`src/rtl/skm_pkg.sv`:
```
// ----------------------------------------------------------------------------
// Keyword match package
// Shared constants, keyword table and control types for the shell keyword
// match unit.
// ----------------------------------------------------------------------------
`default_nettype none

package skm_pkg;

    localparam int WINDOW_BYTES = 44;
    localparam int KW_COUNT     = 14;
    localparam int WIN_BITS     = 8 * WINDOW_BYTES;

    typedef logic [WIN_BITS-1:0] kw_vec_t;

    // Controls for the byte window.
    typedef struct packed {
        logic shift;
        logic clear;
    } win_ctrl_t;

    // Byte mask that covers the lowest len bytes of a window word.
    function automatic kw_vec_t len_mask(input int len);
        kw_vec_t m;
        m = '0;
        for (int i = 0; i < WINDOW_BYTES; i++) begin
            if (i < len) begin
                m[8*i +: 8] = 8'hFF;
            end
        end
        return m;
    endfunction

    // A string literal puts its last character in the lowest byte, which is
    // also where the newest window byte sits, so the two line up directly.
    localparam kw_vec_t KW_TEXT [KW_COUNT] = '{
        kw_vec_t'("rm -rf /"),
        kw_vec_t'("rm -rf /system"),
        kw_vec_t'({"enabled_access", "ibility_services"}),
        kw_vec_t'({"ADD_DEVICE", "_ADMIN"}),
        kw_vec_t'("locksettings set-pin"),
        kw_vec_t'("stratum+tcp://"),
        kw_vec_t'("minerd"),
        kw_vec_t'("/dev/block/mmcblk"),
        kw_vec_t'({"am start android.app.action.ADD_DEVICE", "_ADMIN"}),
        kw_vec_t'("settings put secure lock"),
        kw_vec_t'("su persist"),
        kw_vec_t'("install-recovery"),
        kw_vec_t'("adb shell dpm set-device-owner"),
        kw_vec_t'("pm set-install-location")
    };

    localparam kw_vec_t KW_MASK [KW_COUNT] = '{
        len_mask(8),
        len_mask(14),
        len_mask(30),
        len_mask(16),
        len_mask(20),
        len_mask(14),
        len_mask(6),
        len_mask(17),
        len_mask(44),
        len_mask(24),
        len_mask(10),
        len_mask(16),
        len_mask(30),
        len_mask(23)
    };

endpackage

`default_nettype wire

```
`src/rtl/shell_keyword_match_unit.sv`:
```
// ----------------------------------------------------------------------------
// Shell keyword match unit
// Scans a byte stream for fixed danger keywords and reports, on the last
// byte of each text, whether any keyword occurred.
// ----------------------------------------------------------------------------
// Throughput: one byte per cycle, set by the one-byte window shift and the
// parallel keyword comparators between the input and result registers;
// a final byte waits while the result register is still occupied.
// Reset clears the window, the match flag and both valid registers.
`default_nettype none

module shell_keyword_match_unit (
    input  wire logic       clk,
    input  wire logic       rst_n,
    input  wire logic       s_axis_tvalid,
    output logic            s_axis_tready,
    input  wire logic [7:0] s_axis_tdata,   // [7:0] text_byte
    input  wire logic       s_axis_tlast,   // end_of_text
    output logic            m_axis_tvalid,
    input  wire logic       m_axis_tready,
    output logic [7:0]      m_axis_tdata    // [0] risk_found, [7:1] zero
);
    import skm_pkg::*;

    logic        in_valid_reg;
    logic        in_valid_next;
    logic [7:0]  byte_reg;
    logic        last_reg;
    logic        seen_reg;
    logic        seen_next;
    logic        out_valid_reg;
    logic        out_valid_next;
    logic        risk_reg;
    logic        risk_next;
    logic        advance;
    logic        any_hit;
    win_ctrl_t   wctrl;
    logic [WIN_BITS-1:0] win_flat;

    // A final byte waits only when the result register is still occupied.
    assign advance = in_valid_reg && (!last_reg || !out_valid_reg || m_axis_tready);
    assign s_axis_tready = !in_valid_reg || advance;

    assign wctrl.shift = advance;
    assign wctrl.clear = advance && last_reg;

    skm_window u_window (
        .clk      (clk),
        .rst_n    (rst_n),
        .ctrl     (wctrl),
        .new_byte (byte_reg),
        .win_flat (win_flat)
    );

    skm_matcher u_matcher (
        .win_flat (win_flat),
        .any_hit  (any_hit)
    );

    always_comb
    begin
        in_valid_next  = in_valid_reg;
        seen_next      = seen_reg;
        out_valid_next = out_valid_reg;
        risk_next      = risk_reg;
        if (m_axis_tready)
        begin
            out_valid_next = 1'b0;
        end
        if (s_axis_tready)
        begin
            in_valid_next = s_axis_tvalid;
        end
        if (advance)
        begin
            if (last_reg)
            begin
                out_valid_next = 1'b1;
                risk_next      = seen_reg || any_hit;
                seen_next      = 1'b0;
            end
            else
            begin
                seen_next = seen_reg || any_hit;
            end
        end
    end

    always_ff @(posedge clk or negedge rst_n)
    begin
        if (!rst_n)
        begin
            in_valid_reg  <= 1'b0;
            seen_reg      <= 1'b0;
            out_valid_reg <= 1'b0;
        end
        else
        begin
            in_valid_reg  <= in_valid_next;
            seen_reg      <= seen_next;
            out_valid_reg <= out_valid_next;
        end
    end

    always_ff @(posedge clk)
    begin
        if (s_axis_tready && s_axis_tvalid)
        begin
            byte_reg <= s_axis_tdata;
            last_reg <= s_axis_tlast;
        end
        risk_reg <= risk_next;
    end

    assign m_axis_tvalid = out_valid_reg;
    assign m_axis_tdata  = {7'd0, risk_reg};

    a_last_gives_result: assert property (@(posedge clk) disable iff (!rst_n)
        advance && last_reg |=> out_valid_reg)
        else $error("final byte did not produce a result word");

    a_flag_cleared: assert property (@(posedge clk) disable iff (!rst_n)
        advance && last_reg |=> !seen_reg)
        else $error("match flag not cleared after end of text");

    a_hit_sticks: assert property (@(posedge clk) disable iff (!rst_n)
        advance && !last_reg && any_hit |=> seen_reg)
        else $error("keyword hit not recorded");

    a_stall_cause: assert property (@(posedge clk) disable iff (!rst_n)
        !s_axis_tready |-> in_valid_reg && last_reg && out_valid_reg && !m_axis_tready)
        else $error("input stalled without a pending result");

endmodule

`default_nettype wire

```
`src/rtl/skm_window.sv`:
```
// ----------------------------------------------------------------------------
// Keyword match byte window
// Shift register of the most recent text bytes; presents the full window
// with the byte now being scanned as its newest entry.
// ----------------------------------------------------------------------------
`default_nettype none

module skm_window (
    input  wire logic               clk,
    input  wire logic               rst_n,
    input  wire skm_pkg::win_ctrl_t ctrl,
    input  wire logic [7:0]         new_byte,
    output logic [skm_pkg::WIN_BITS-1:0] win_flat
);
    import skm_pkg::*;

    localparam int OLD_BITS = 8 * (WINDOW_BYTES - 1);

    // Older bytes, position 1 in the lowest byte.
    logic [OLD_BITS-1:0] win_reg;
    logic [OLD_BITS-1:0] win_next;

    always_comb
    begin
        win_next = win_reg;
        if (ctrl.clear)
        begin
            win_next = '0;
        end
        else if (ctrl.shift)
        begin
            win_next = {win_reg[OLD_BITS-9:0], new_byte};
        end
    end

    always_ff @(posedge clk or negedge rst_n)
    begin
        if (!rst_n)
        begin
            win_reg <= '0;
        end
        else
        begin
            win_reg <= win_next;
        end
    end

    assign win_flat = {win_reg, new_byte};

endmodule

`default_nettype wire

```
`src/rtl/skm_matcher.sv`:
```
// ----------------------------------------------------------------------------
// Keyword match comparator bank
// Compares every keyword against the newest bytes of the window in parallel.
// ----------------------------------------------------------------------------
`default_nettype none

module skm_matcher (
    input  wire logic [skm_pkg::WIN_BITS-1:0] win_flat,
    output logic                              any_hit
);
    import skm_pkg::*;

    logic [KW_COUNT-1:0] hit;

    always_comb
    begin
        for (int k = 0; k < KW_COUNT; k++)
        begin
            hit[k] = (((win_flat ^ KW_TEXT[k]) & KW_MASK[k]) == '0);
        end
    end

    assign any_hit = |hit;

endmodule

`default_nettype wire

```
`config.mk`:
```
export PLATFORM = sky130hd
export DESIGN_NAME = shell_keyword_match_unit
export DESIGN_NICKNAME = d
export VERILOG_FILES = /design/src/rtl/skm_pkg.sv /design/src/rtl/shell_keyword_match_unit.sv /design/src/rtl/skm_window.sv /design/src/rtl/skm_matcher.sv
export SDC_FILE = /design/constraint.sdc
export NUM_CORES = 1
export LEC_CHECK = 0
export BUFFER_PORTS_ARGS = -buffer_cell sky130_fd_sc_hd__buf_2
export CORE_MARGIN = 5
export CORE_UTILIZATION = 55
export CTS_CLUSTER_SIZE = 14
export DETAILED_ROUTE_END_ITERATION = 10
export PLACE_DENSITY = 0.79
export SYNTH_ARGS = -nofsm -noshare
export SYNTH_HDL_FRONTEND = slang
export SYNTH_SLANG_ARGS = --single-unit
```
`constraint.sdc`:
```
create_clock -name clk -period 4.1 [get_ports clk]
set_input_delay 0.41 -clock clk [delete_from_list [all_inputs] [get_ports clk]]
set_output_delay 0.41 -clock clk [all_outputs]
set_load 0.01 [all_outputs]
```
# Word-level counts from Yosys, hierarchy flattened
# Cells that the tools add are included.
dict set report op_classes {
  mux 6
  bitwise_logic 14
  reduce_logical 27
}
# operator n
set ops {}
lappend ops {{zero test 352 bit} 14}
lappend ops {{2-to-1 mux 344 bit} 2}
lappend ops {{inverter 156 bit} 1}
lappend ops {{inverter 126 bit} 1}
lappend ops {{inverter 113 bit} 1}
lappend ops {{inverter 96 bit} 1}
lappend ops {{inverter 95 bit} 1}
lappend ops {{inverter 85 bit} 1}
lappend ops {{inverter 75 bit} 1}
lappend ops {{inverter 69 bit} 1}
lappend ops {{inverter 59 bit} 1}
lappend ops {{inverter 56 bit} 1}
lappend ops {{inverter 51 bit} 1}
lappend ops {{inverter 40 bit} 1}
lappend ops {{inverter 28 bit} 1}
lappend ops {{inverter 25 bit} 1}
lappend ops {{OR reduction 14 bit} 1}
lappend ops {{logical OR 1 bit} 4}
lappend ops {{2-to-1 mux 1 bit} 4}
lappend ops {{logical AND 1 bit} 3}
lappend ops {{zero test 1 bit} 3}
lappend ops {{AND reduction 2 bit} 1}
lappend ops {{nonzero test 2 bit} 1}
dict set report word_totals {
  reg_bits 357
  inputBits 13
  out_inout_bits 10
  word_cells 54
}

# Logic depth before layout (Yosys ltp)
# Gate-level depths: netlist of run 1.
dict set report logic_depth {
  depth_word 6
  ltp_mapped 8
  depth_no_buf 7
}

# Hierarchy
# Synthesis of run 1 repeated with hierarchy kept, for this count alone.
dict set report unflattened {
  cells_unflattened 1517
  area_unflattened_um2 16900.0
}
# mod instances cells_each area_each_um2 seq_area_each_um2
set by_module_without_submodules {}
lappend by_module_without_submodules {skm_window 1 1116 13873.3 8608.3}
lappend by_module_without_submodules {skm_matcher 1 367 2499.9 0.0}
lappend by_module_without_submodules {shell_keyword_match_unit 1 34 526.8 375.4}

# Worst setup path before layout of run 1
# No wires, ideal clock.
dict set report synth_path {
  path_type {register to register}
  from {register u_window.win_reg[35]}
  to {register risk_reg, data pin}
  setup_ps 133
  arrival_time_ps 2208
  required_time_ps 3967
  slack_ps 1759
  path_stages_with_launch 9
  n_path_buf 1
  synth_period_minus_slack_ps 2341
  cell_sequence {dfrtp_1 buf_6 or4b_1 or4_1 nor4_1 or4b_1 nand4_1 nor3_1 nand2_1}
}
dict set report synth_via {
  elab_chain_len 4
  elab_cells_between_ends 21
  classes_between {bitwise (5); reduce/logical (16)}
}
# item line
set synth_lines {}
lappend synth_lines {{start: declaration} skm_window.sv:20} ;# logic [OLD_BITS-1:0] win_reg;
lappend synth_lines {{start signal: assignment} skm_window.sv:44} ;# win_reg <= win_next;
lappend synth_lines {{inverter 51 bit (no line), or another cell as far along} n/a}
lappend synth_lines {{zero test 352 bit} skm_matcher.sv:19} ;# hit[k] = (((win_flat ^ KW_TEXT[k]) & KW_MASK[k]) == '0);
lappend synth_lines {{OR reduction 14 bit *} skm_matcher.sv:23} ;# assign any_hit = |hit;
lappend synth_lines {{logical OR 1 bit *} shell_keyword_match_unit.sv:79} ;# risk_next = seen_reg || any_hit;
lappend synth_lines {{end signal: assignment} shell_keyword_match_unit.sv:112} ;# risk_reg <= risk_next;
lappend synth_lines {{end: declaration} shell_keyword_match_unit.sv:33} ;# logic risk_reg;
# Every way passes the cells marked *; elsewhere a longest branch is shown, timed or not.
# A chain may end at the register's enable or synchronous reset.

# Final worst setup path of run 1
dict set report layout_path {
  from {register u_window.win_reg[99]}
  to {register seen_reg}
}
dict set report layout_via {
  elab_chain_len 5
  elab_cells_between_ends 15
  classes_between {mux (1); bitwise (1); reduce/logical (13)}
}
# item line
set layout_lines {}
lappend layout_lines {{inverter 126 bit (no line)} n/a}
lappend layout_lines {{zero test 352 bit} skm_matcher.sv:19}
lappend layout_lines {{OR reduction 14 bit *} skm_matcher.sv:23}
lappend layout_lines {{logical OR 1 bit *} shell_keyword_match_unit.sv:84} ;# seen_next = seen_reg || any_hit;
lappend layout_lines {{2-to-1 mux 1 bit *} shell_keyword_match_unit.sv:76} ;# if (last_reg)
lappend layout_lines {{end signal: assignment} shell_keyword_match_unit.sv:100} ;# seen_reg <= seen_next;
lappend layout_lines {{end: declaration} shell_keyword_match_unit.sv:29} ;# logic seen_reg;
# Marked as above.

==> flow_summary.yaml, run 1 <==
status:
  outcome: "finished, violations left"
  violations: "negative hold slack"
pwr:
  combPwrFrac_pct: 5.0
  power.density_nw_per_um2: 427
  total_leakage_power_nw: 5.25
  vdd_drop_max_mv: 0.526
  switching_power_mw: 1.27
  p_int_mw: 4.05
  p_sw_share_pct: 23.9
  power_frac_clock_pct: 46.7
  p_seq_share_pct: 48.2
cells_and_area:
  fin_nets: 924
  drive_gt1_share_pct: 9.67
  final_cells: 1202
  fin_util_pct: 61.8
  area_delta_synth_final_pct: 11.0
  most-common-layout-cells: "235 x dfrtp_1, 232 x a22o_1, 48 x nand4_1, 42 x nor4bb_1, 29 x nor4b_1"
  final_common_cell: "dfrtp_1"
  largest_register_ffs: 232
sta:
  hold_viol_final: 31
  holdWs_ns: -0.0319
  fin_skew_ns: 0.0190
  tightest_slew_ns: 1.24
  fin_tns_setup_ns: 0
  fmax_ghz: 0.302
  setup_viol: 0
  period_minus_slack_ns: 3.31
  finalCritPeriodShare_pct: 80.7
  maxSlewHeadroom_pct: 17.2
  slew_viol_final: 0
  grt_setup_unrepaired: "no"
logic_synthesis:
  ys_types: 45
  synth_top_flop_cell: "dfrtp_1"
  synth_compound_area_share_pct: 18.6
  synth.yosys.warnings: 0
  muxShareOfSynthArea_pct: 0
  synth.avg_cell_area_um2: 12.2
  synth-adder-area-share_pct: 0
  synth_xor_area_share_pct: 0
  async_flop_share_pct: 95.9
  synth-simple-area-share_pct: 23.6
  synth-edff-count: 10
  synthCells: 919
  synth-seq-cells: 245
  synth_area_um2: 11200
  synth_top_family_by_area: "simple AND/OR/NAND/NOR gates"
  ys_seq_area_share_pct: 55.0
route:
  drt_first_iter_violations: 1171
  routedWlPerCell_um: 31.4
  vias: 8988
  antenna_left: 0
  viasPerCell: 7.48
  drt-total-wl_um: 37800
  dr.pass1.iters: 5
  drt_drc_violations_left: 0
placement:
  port_buffers: 15
  place_congestion: 1.12
  dp.cells: 1153
  hpwl_um: 26000
global_routing:
  track_usage_pct: 31.9
  grt_max_degree: 233
  overflow: 0
  grt_pass1_wl_um: 57400
  grt_pass1_vias: 8777
  antenna_found_initial: 0
worst_setup_path:
  critical_path.max_fanout: 6
  setup.worst_path.start_class: "flip-flop"
  timing.rr.end: "seen_reg"
  rr_startpoint: "u_window.win_reg[99]"
  r2r_cells: 7
  arrival_ns: 3.78
  critPathCaptureType: "flip-flop"
  crit_type: "flip-flop to flip-flop"
  required_ns: 4.57
  rrSetupSlack_ns: 0.79
run:
  cap_viol_max_count: 0
cts:
  clk_latency_ns: 0.55
  cts_made_buffers: 26
  cts.clk_slew.worst_paths_ns: 0.06
  htree_levels: 1
  cts-resized-gates: 0
  cts_buffer_depth: 3
  cts_hold_buf: 0
  cts_tree: "done"
  post-cts-setup-buffer-count: 0
  cts.sinks: 245
  cts-root-buf: "clkbuf_16"
die:
  num_rows: 52
  pin_count: 23
  coreArea_um2: 20200
  initial_core_util_pct: 55.7
  dieWidth_um: 153
  die_height_um: 153
  die-area_um2: 23400
hold_path:
  min_path_type: "input port to asynchronous set/reset pin"
==> how the worst max path moves through the flow <==
stage               end                  from  cells after the start  slack, ns
3_3_place_gp   seen_reg  u_window.win_reg[99]                      7       0.96
6_report       seen_reg  u_window.win_reg[99]                      7       0.79
3_5_place_dp   seen_reg  u_window.win_reg[99]                      7       0.93
2_1_floorplan  risk_reg  u_window.win_reg[35]                      8       1.76
4_1_cts        seen_reg  u_window.win_reg[99]                      7       0.92
5_1_grt        seen_reg  u_window.win_reg[99]                      7       0.66
==> kinds of logic after synthesis <==
family	after synthesis
other	1
flip-flops	245
AND/OR/NAND/NOR	361
AO/OA/AOI/OAI	239
buffers and inverters	73
==> layer usage <==
| layer | part of all wire, % | global-route usage [%] | vias up | wire length (um) |
|---|---|---|---|---|
| li1 | - | - | 3755 | - |
| met3 | 8.9 | 5.77 | 139 | 3370 |
| met1 | 42 | 46.9 | 4565 | 15700 |
| met4 | 5.0 | 12.8 | 0 | 1910 |
| met5 | 0 | 0 | - | 0 |
| met2 | 44 | 47.2 | 529 | 16800 |
==> worst max-delay path, cell delays in order (launching register included) <==
cell and delay [ns]:
dfrtp_1 0.45, nor4b_1 0.96, nand4_1 0.17, or4_1 0.62
or4_1 0.43, o31ai_1 0.26, a32oi_1 0.16, a21oi_2 0.19
==> power by group through the flow <==
| stage | Clock (mW) | Sequential (mW) | Combinational, mW |
|---|---|---|---|
| floorplan | 0 | 2.56 | 0.175 |
| global placement | 0 | 2.61 | 0.266 |
| detailed placement | 0 | 2.61 | 0.267 |
| CTS | 2.53 | 2.56 | 0.268 |
| global route | 2.63 | 2.57 | 0.294 |
| finish | 2.49 | 2.57 | 0.267 |
==> area by class of cell <==
cell class / count / area (um^2)
fillers: 1597 / 7710
flip-flops and latches: 245 / 6180
inverters: 3 / 11.3
multi-input cells: 607 / 4770
diodes: 1 / 2.50
repair buffers: 28 / 233
clock inverters: 12 / 158
well taps: 270 / 338
clock buffers: 36 / 768
==> synth_stat cells (all sizes together), types with 7 or more instances <==
library cell | n | area (um^2)
nor2 | 9 | 33.8
nand2 | 19 | 71.3
nand4 | 48 | 300
or4b | 10 | 100
and2 | 7 | 43.8
nor3 | 26 | 130
buf | 13 | 90.1
and4 | 7 | 61.3
and4b | 14 | 140
edfxtp | 10 | 300
nand3 | 15 | 75.1
dfrtp | 235 | 5880
nand2b | 9 | 56.3
or4 | 17 | 128
nor3b | 9 | 67.6
nor4bb | 42 | 420
nor4 | 26 | 163
a22o | 232 | 2030
nor2b | 12 | 75.1
nand4b | 26 | 228
nor4b | 29 | 254
clkbuf | 57 | 214
==> through the flow <==
step | hold slack, ns | setup WS [ns] | power, mW | instance area (um^2)
after floorplan | 0.114 | 1.76 | 2.73 | 11300
after global placement | 0.481 | 0.956 | 2.87 | 11500
after detailed placement | 0.484 | 0.929 | 2.87 | 11500
after CTS | 0.0141 | 0.918 | 5.36 | 12500
after global routing | 0.0339 | 0.662 | 5.49 | 12500
final | -0.0319 | 0.790 | 5.33 | 12500
Power figures use the tool's default switching activity.
==> run 2: changes to the inputs <==
==> constraint.sdc (replaced) <==
create_clock -name clk -period 3.4 [get_ports clk]
set_input_delay 0.34 -clock clk [delete_from_list [all_inputs] [get_ports clk]]
set_output_delay 0.34 -clock clk [all_outputs]
set_load 0.01 [all_outputs]
==> run 2 against run 1 <==
Effect of this change: the run now ends clean; highest routed layer unchanged; sequential share of layout area is 0.66 points lower; clock power is 14% higher; critical endpoint is now risk_reg; global-route usage is 1.2 points higher; via count is 0.71% higher; routed wire length is 2.7% higher; combinational power is 35% higher; flip-flop and latch count stayed put; first-iteration DRC count is 17% lower; clock skew is 0.0028 ns lower.
==> flow_summary.yaml, run 2 (same netlist as run 1, synthesis figures left out) <==
status:
  outcome: "finished, final reports clean"
sta:
  fmax_ghz: 0.347
  hold_viol_final: 0
  maxSlewHeadroom_pct: 30.6
  fin_skew_ns: 0.0162
  holdWs_ns: 0.0186
  fin_tns_setup_ns: 0
  setup_viol: 0
  slew_viol_final: 0
  tightest_slew_ns: 1.04
  period_minus_slack_ns: 2.88
  finalCritPeriodShare_pct: 84.9
  worst_slack_ns: 0.515
  grt_setup_unrepaired: "no"
cts:
  cts.clk_slew.worst_paths_ns: 0.06
  cts-resized-gates: 0
  cts.sinks: 245
  htree_levels: 1
  cts_tree: "done"
  cts-root-buf: "clkbuf_16"
  cts_made_buffers: 26
  cts_buffer_depth: 3
  clk_latency_ns: 0.54
placement:
  placed_cell_area_um2: 11700
  place_congestion: 1.07
  pre_cts_ws_ns: 0.636
  hpwl_um: 26600
  dp.cells: 1167
  port_buffers: 15
route:
  antenna_left: 0
  vias: 9052
  drt-total-wl_um: 38800
  routedWlPerCell_um: 31.6
  drt_drc_violations_left: 0
  dr.pass1.iters: 5
  viasPerCell: 7.38
  drt_first_iter_violations: 970
global_routing:
  antenna_found_initial: 0
  met3_usage_pct: 7.01
  top_usage_layer: "met2"
  met2_usage_pct: 50.6
  grt_max_degree: 233
  track_usage_pct: 33.0
  use_met1_pct: 47.5
  overflow: 0
  grt_pass1_vias: 9000
  grt_pass1_wl_um: 59500
cells_and_area:
  area_delta_synth_final_pct: 12.5
  fin_nets: 949
  largest_register_ffs: 232
  design_area_um2: 12600
  drive_gt1_share_pct: 10.9
  final_cells: 1226
  most-common-layout-cells: "235 x dfrtp_1, 232 x a22o_1, 48 x nand4_1, 42 x nor4bb_1, 29 x nor4b_1"
  final_common_cell: "dfrtp_1"
die:
  pin_count: 23
  coreArea_um2: 20200
  die_height_um: 153
  die-area_um2: 23400
  dieWidth_um: 153
  initial_core_util_pct: 55.7
  num_rows: 52
worst_setup_path:
  arrival_ns: 3.29
  critPathCaptureType: "flip-flop"
  crit_start: "u_window.win_reg[99]"
  setup.worst_path.start_class: "flip-flop"
  critical_path.max_fanout: 6
  crit_type: "flip-flop to flip-flop"
  required_ns: 3.81
  rr_startpoint: "u_window.win_reg[99]"
run:
  cap_viol_max_count: 0
pwr:
  combPwrFrac_pct: 5.7
  vdd_drop_max_mv: 0.438
  total_leakage_power_nw: 5.36
  p_int_mw: 4.73
  power_frac_clock_pct: 45.1
  switching_power_mw: 1.55
  power.density_nw_per_um2: 497
  p_seq_share_pct: 49.2
  p_sw_share_pct: 24.7
hold_path:
  hold_start: "s_axis_tvalid"
  min_path_type: "input port to flip-flop"
==> run 2: power by group through the flow <==
stage,sequential (mW),clock (mW),combinational (mW)
2_1_floorplan,3.09,0,0.211
3_3_place_gp,3.13,0,0.348
3_5_place_dp,3.14,0,0.348
4_1_cts,3.08,2.86,0.359
5_1_grt,3.09,3.01,0.394
6_report,3.09,2.83,0.361
==> run 2: stage by stage <==
step	utilization [%]	total power [mW]
floorplan	-	3.30
global placement	57.8	3.48
detailed placement	57.8	3.48
CTS	62.6	6.31
global route	62.6	6.50
finish	62.6	6.28
==> run 2: final timing paths <==
kind                                               to  slack [ns]  depth (start not counted)
worst max-delay path                         risk_reg        0.52                          7
worst min-delay path                     in_valid_reg        0.02                          2
worst max register to register               risk_reg        0.52                          7
worst min register to register  u_window.win_reg[230]        0.50                          1
max in group asynchronous        u_window.win_reg[66]        2.12                          3
min in group asynchronous       u_window.win_reg[213]        0.40                          2
==> run 2: timing repair <==
item / 4_1_cts / 5_1_grt
hold endpoints to repair: 98 / 0
hold buffers: 11 / 0
setup buffers: 0 / 0
==> run 2: cell type report <==
class | instances | area, um^2
Antenna cell | 1 | 2.50
Clock buffer | 34 | 751
Clock inverter | 13 | 116
Fill cell | 1573 | 7540
Inverter | 3 | 11.3
Multi-Input combinational cell | 607 | 4770
Sequential cell | 245 | 6180
Tap cell | 270 | 338
Timing Repair Buffer | 53 | 460
==> run 2: metal layers <==
metal | vias to the layer above | routed length, um
li1 | 3790 | -
met4 | 0 | 1680
met3 | 114 | 2880
met2 | 441 | 17700
met5 | - | 0
met1 | 4707 | 16500
==> run 2: critical path: stages (launching register included) <==
cell     delay, ns
dfrtp_1       0.44
nor4b_1       0.60
nand4_1       0.18
or4_1         0.57
or4_1         0.44
o31ai_1       0.25
a32oi_1       0.15
nand2_1       0.12
==> run 3: changes to the inputs <==
==> constraint.sdc (replaced) <==
create_clock -name clk -period 2.9 [get_ports clk]
set_input_delay 0.29 -clock clk [delete_from_list [all_inputs] [get_ports clk]]
set_output_delay 0.29 -clock clk [all_outputs]
set_load 0.01 [all_outputs]
==> run 3 against run 2 <==
Effect of this change: first-iteration DRC count is 23% higher; count of clock-buffer cells in the layout is 2 higher; power is 14% higher.
==> flow_summary.yaml, run 3 (same netlist as run 1, synthesis figures left out) <==
cells_and_area:
  final_common_cell: "dfrtp_1"
  fin_util_pct: 63.7
  fin_nets: 986
  largest_register_ffs: 232
  area_delta_synth_final_pct: 14.4
  most-common-layout-cells: "235 x dfrtp_1, 232 x a22o_1, 55 x buf_4, 48 x nand4_1, 42 x nor4bb_1"
  drive_gt1_share_pct: 13.0
  final_cells: 1258
  fill_cells: 1583
  diodes: 0
pwr:
  vdd_drop_max_mv: 0.454
  total_leakage_power_nw: 5.51
  power.density_nw_per_um2: 559
worst_setup_path:
  crit_chain: "or4b_2, or4_1, nor4_1, nand4_1, o31ai_1, a32oi_1, a21oi_2"
  rrSetupSlack_ns: 0.13
  required_ns: 3.37
  arrival_ns: 3.24
  max_stage_delay_ns: 0.71
  setup.worst_path.start_class: "flip-flop"
  critical_path.max_fanout: 6
  rr_startpoint: "u_window.win_reg[47]"
  r2r_cells: 7
  timing.rr.end: "seen_reg"
  slowest_stage: "or4b_2"
  crit_end: "seen_reg"
  critPathCaptureType: "flip-flop"
  crit_type: "flip-flop to flip-flop"
  crit_start: "u_window.win_reg[47]"
cts:
  cts_buffer_depth: 3
  cts.clk_slew.worst_paths_ns: 0.06
  htree_levels: 1
  clk_latency_ns: 0.54
  cts-root-buf: "clkbuf_16"
  cts-resized-gates: 0
  cts_tree: "done"
  cts_made_buffers: 26
  cts.sinks: 245
placement:
  dp.cells: 1203
  hpwl_um: 28200
  pre_cts_ws_ns: 0.188
  place_congestion: 1.04
  port_buffers: 15
die:
  dieWidth_um: 153
  initial_core_util_pct: 55.7
  pin_count: 23
  num_rows: 52
  coreArea_um2: 20200
  die_height_um: 153
  die-area_um2: 23400
sta:
  grt_setup_unrepaired: "no"
  fmax_ghz: 0.361
  period_minus_slack_ns: 2.77
  slew_viol_final: 0
  fin_tns_setup_ns: 0
  hold_viol_final: 0
  worst_slack_ns: 0.127
  setup_viol: 0
  finalCritPeriodShare_pct: 95.6
  maxSlewHeadroom_pct: 44.7
  fin_skew_ns: 0.0124
  tightest_slew_ns: 0.817
hold_path:
  min_path_type: "input port to asynchronous set/reset pin"
route:
  viasPerCell: 7.41
  antenna_left: 0
  dr.pass1.iters: 5
  drt-total-wl_um: 39700
  routedWlPerCell_um: 31.5
  vias: 9321
  drt_drc_violations_left: 0
  drt_first_iter_violations: 1197
global_routing:
  grt_pass1_vias: 9108
  antenna_found_initial: 0
  grt_max_degree: 125
  grt_pass1_wl_um: 60200
  track_usage_pct: 33.4
  overflow: 0
run:
  cap_viol_max_count: 0
status:
  outcome: "finished, final reports clean"
-- run 3: cell type report --
| class | count | area (um^2) | share of cell area [%] |
|---|---|---|---|
| clock buffer | 36 | 698 | 5.43 |
| clock inverter | 7 | 73.8 | 0.574 |
| inverter | 3 | 11.3 | 0.0876 |
| multi-input combinational | 607 | 4770 | 37.1 |
| sequential | 245 | 6180 | 48.1 |
| tap | 270 | 338 | 2.63 |
| timing repair buffer | 90 | 778 | 6.06 |
-- run 3: per-layer routing --
metal | routed length, um | GRT usage (%) | share of wire (%)
met5 | 0 | 0 | 0
met1 | 16600 | 48.6 | 42
met3 | 3410 | 5.77 | 8.6
met2 | 18000 | 51.2 | 45
met4 | 1740 | 11.5 | 4.4
-- run 3: power breakdown --
part | switching [mW] | total, mW | internal (mW) | leakage, nW
logic | 0.315 | 0.464 | 0.149 | 1.77
clock network | 1.34 | 3.10 | 1.76 | 0.375
registers | 0.112 | 3.61 | 3.50 | 3.36
total | 1.77 | 7.18 | 5.41 | 5.51
-- run 3: stage by stage --
step	area (um^2)	hold slack [ns]	total power, mW
after floorplan	11300	-0.00559	3.86
after global placement	12000	0.341	4.11
after detailed placement	12000	0.350	4.11
after CTS	12900	0.391	7.20
after global routing	12900	0.447	7.39
final	12900	0.357	7.18
-- run 3: critical path, delay by kind of cell, from the launching register on --
family             cells  cell delay (ns)
and+or+nand+nor        4             1.82
AOI/OAI and AO/OA      3             0.45
DFF                    1             0.43
-- run 3: timing repair --
action,CTS,global route
hold buffers,12,0
setup buffers,0,0
endpoints found under the hold margin,96,0
-- run 3: how the worst min path moves through the flow --
stage | cells after the start | endpoint | start | slack [ns]
floorplan | 0 | in_valid_reg | rst_n | -0.006
global placement | 1 | u_window.win_reg[215] | rst_n | 0.34
detailed placement | 1 | u_window.win_reg[202] | rst_n | 0.35
CTS | 2 | u_window.win_reg[189] | rst_n | 0.39
global route | 2 | u_window.win_reg[199] | rst_n | 0.45
finish | 2 | u_window.win_reg[202] | rst_n | 0.36
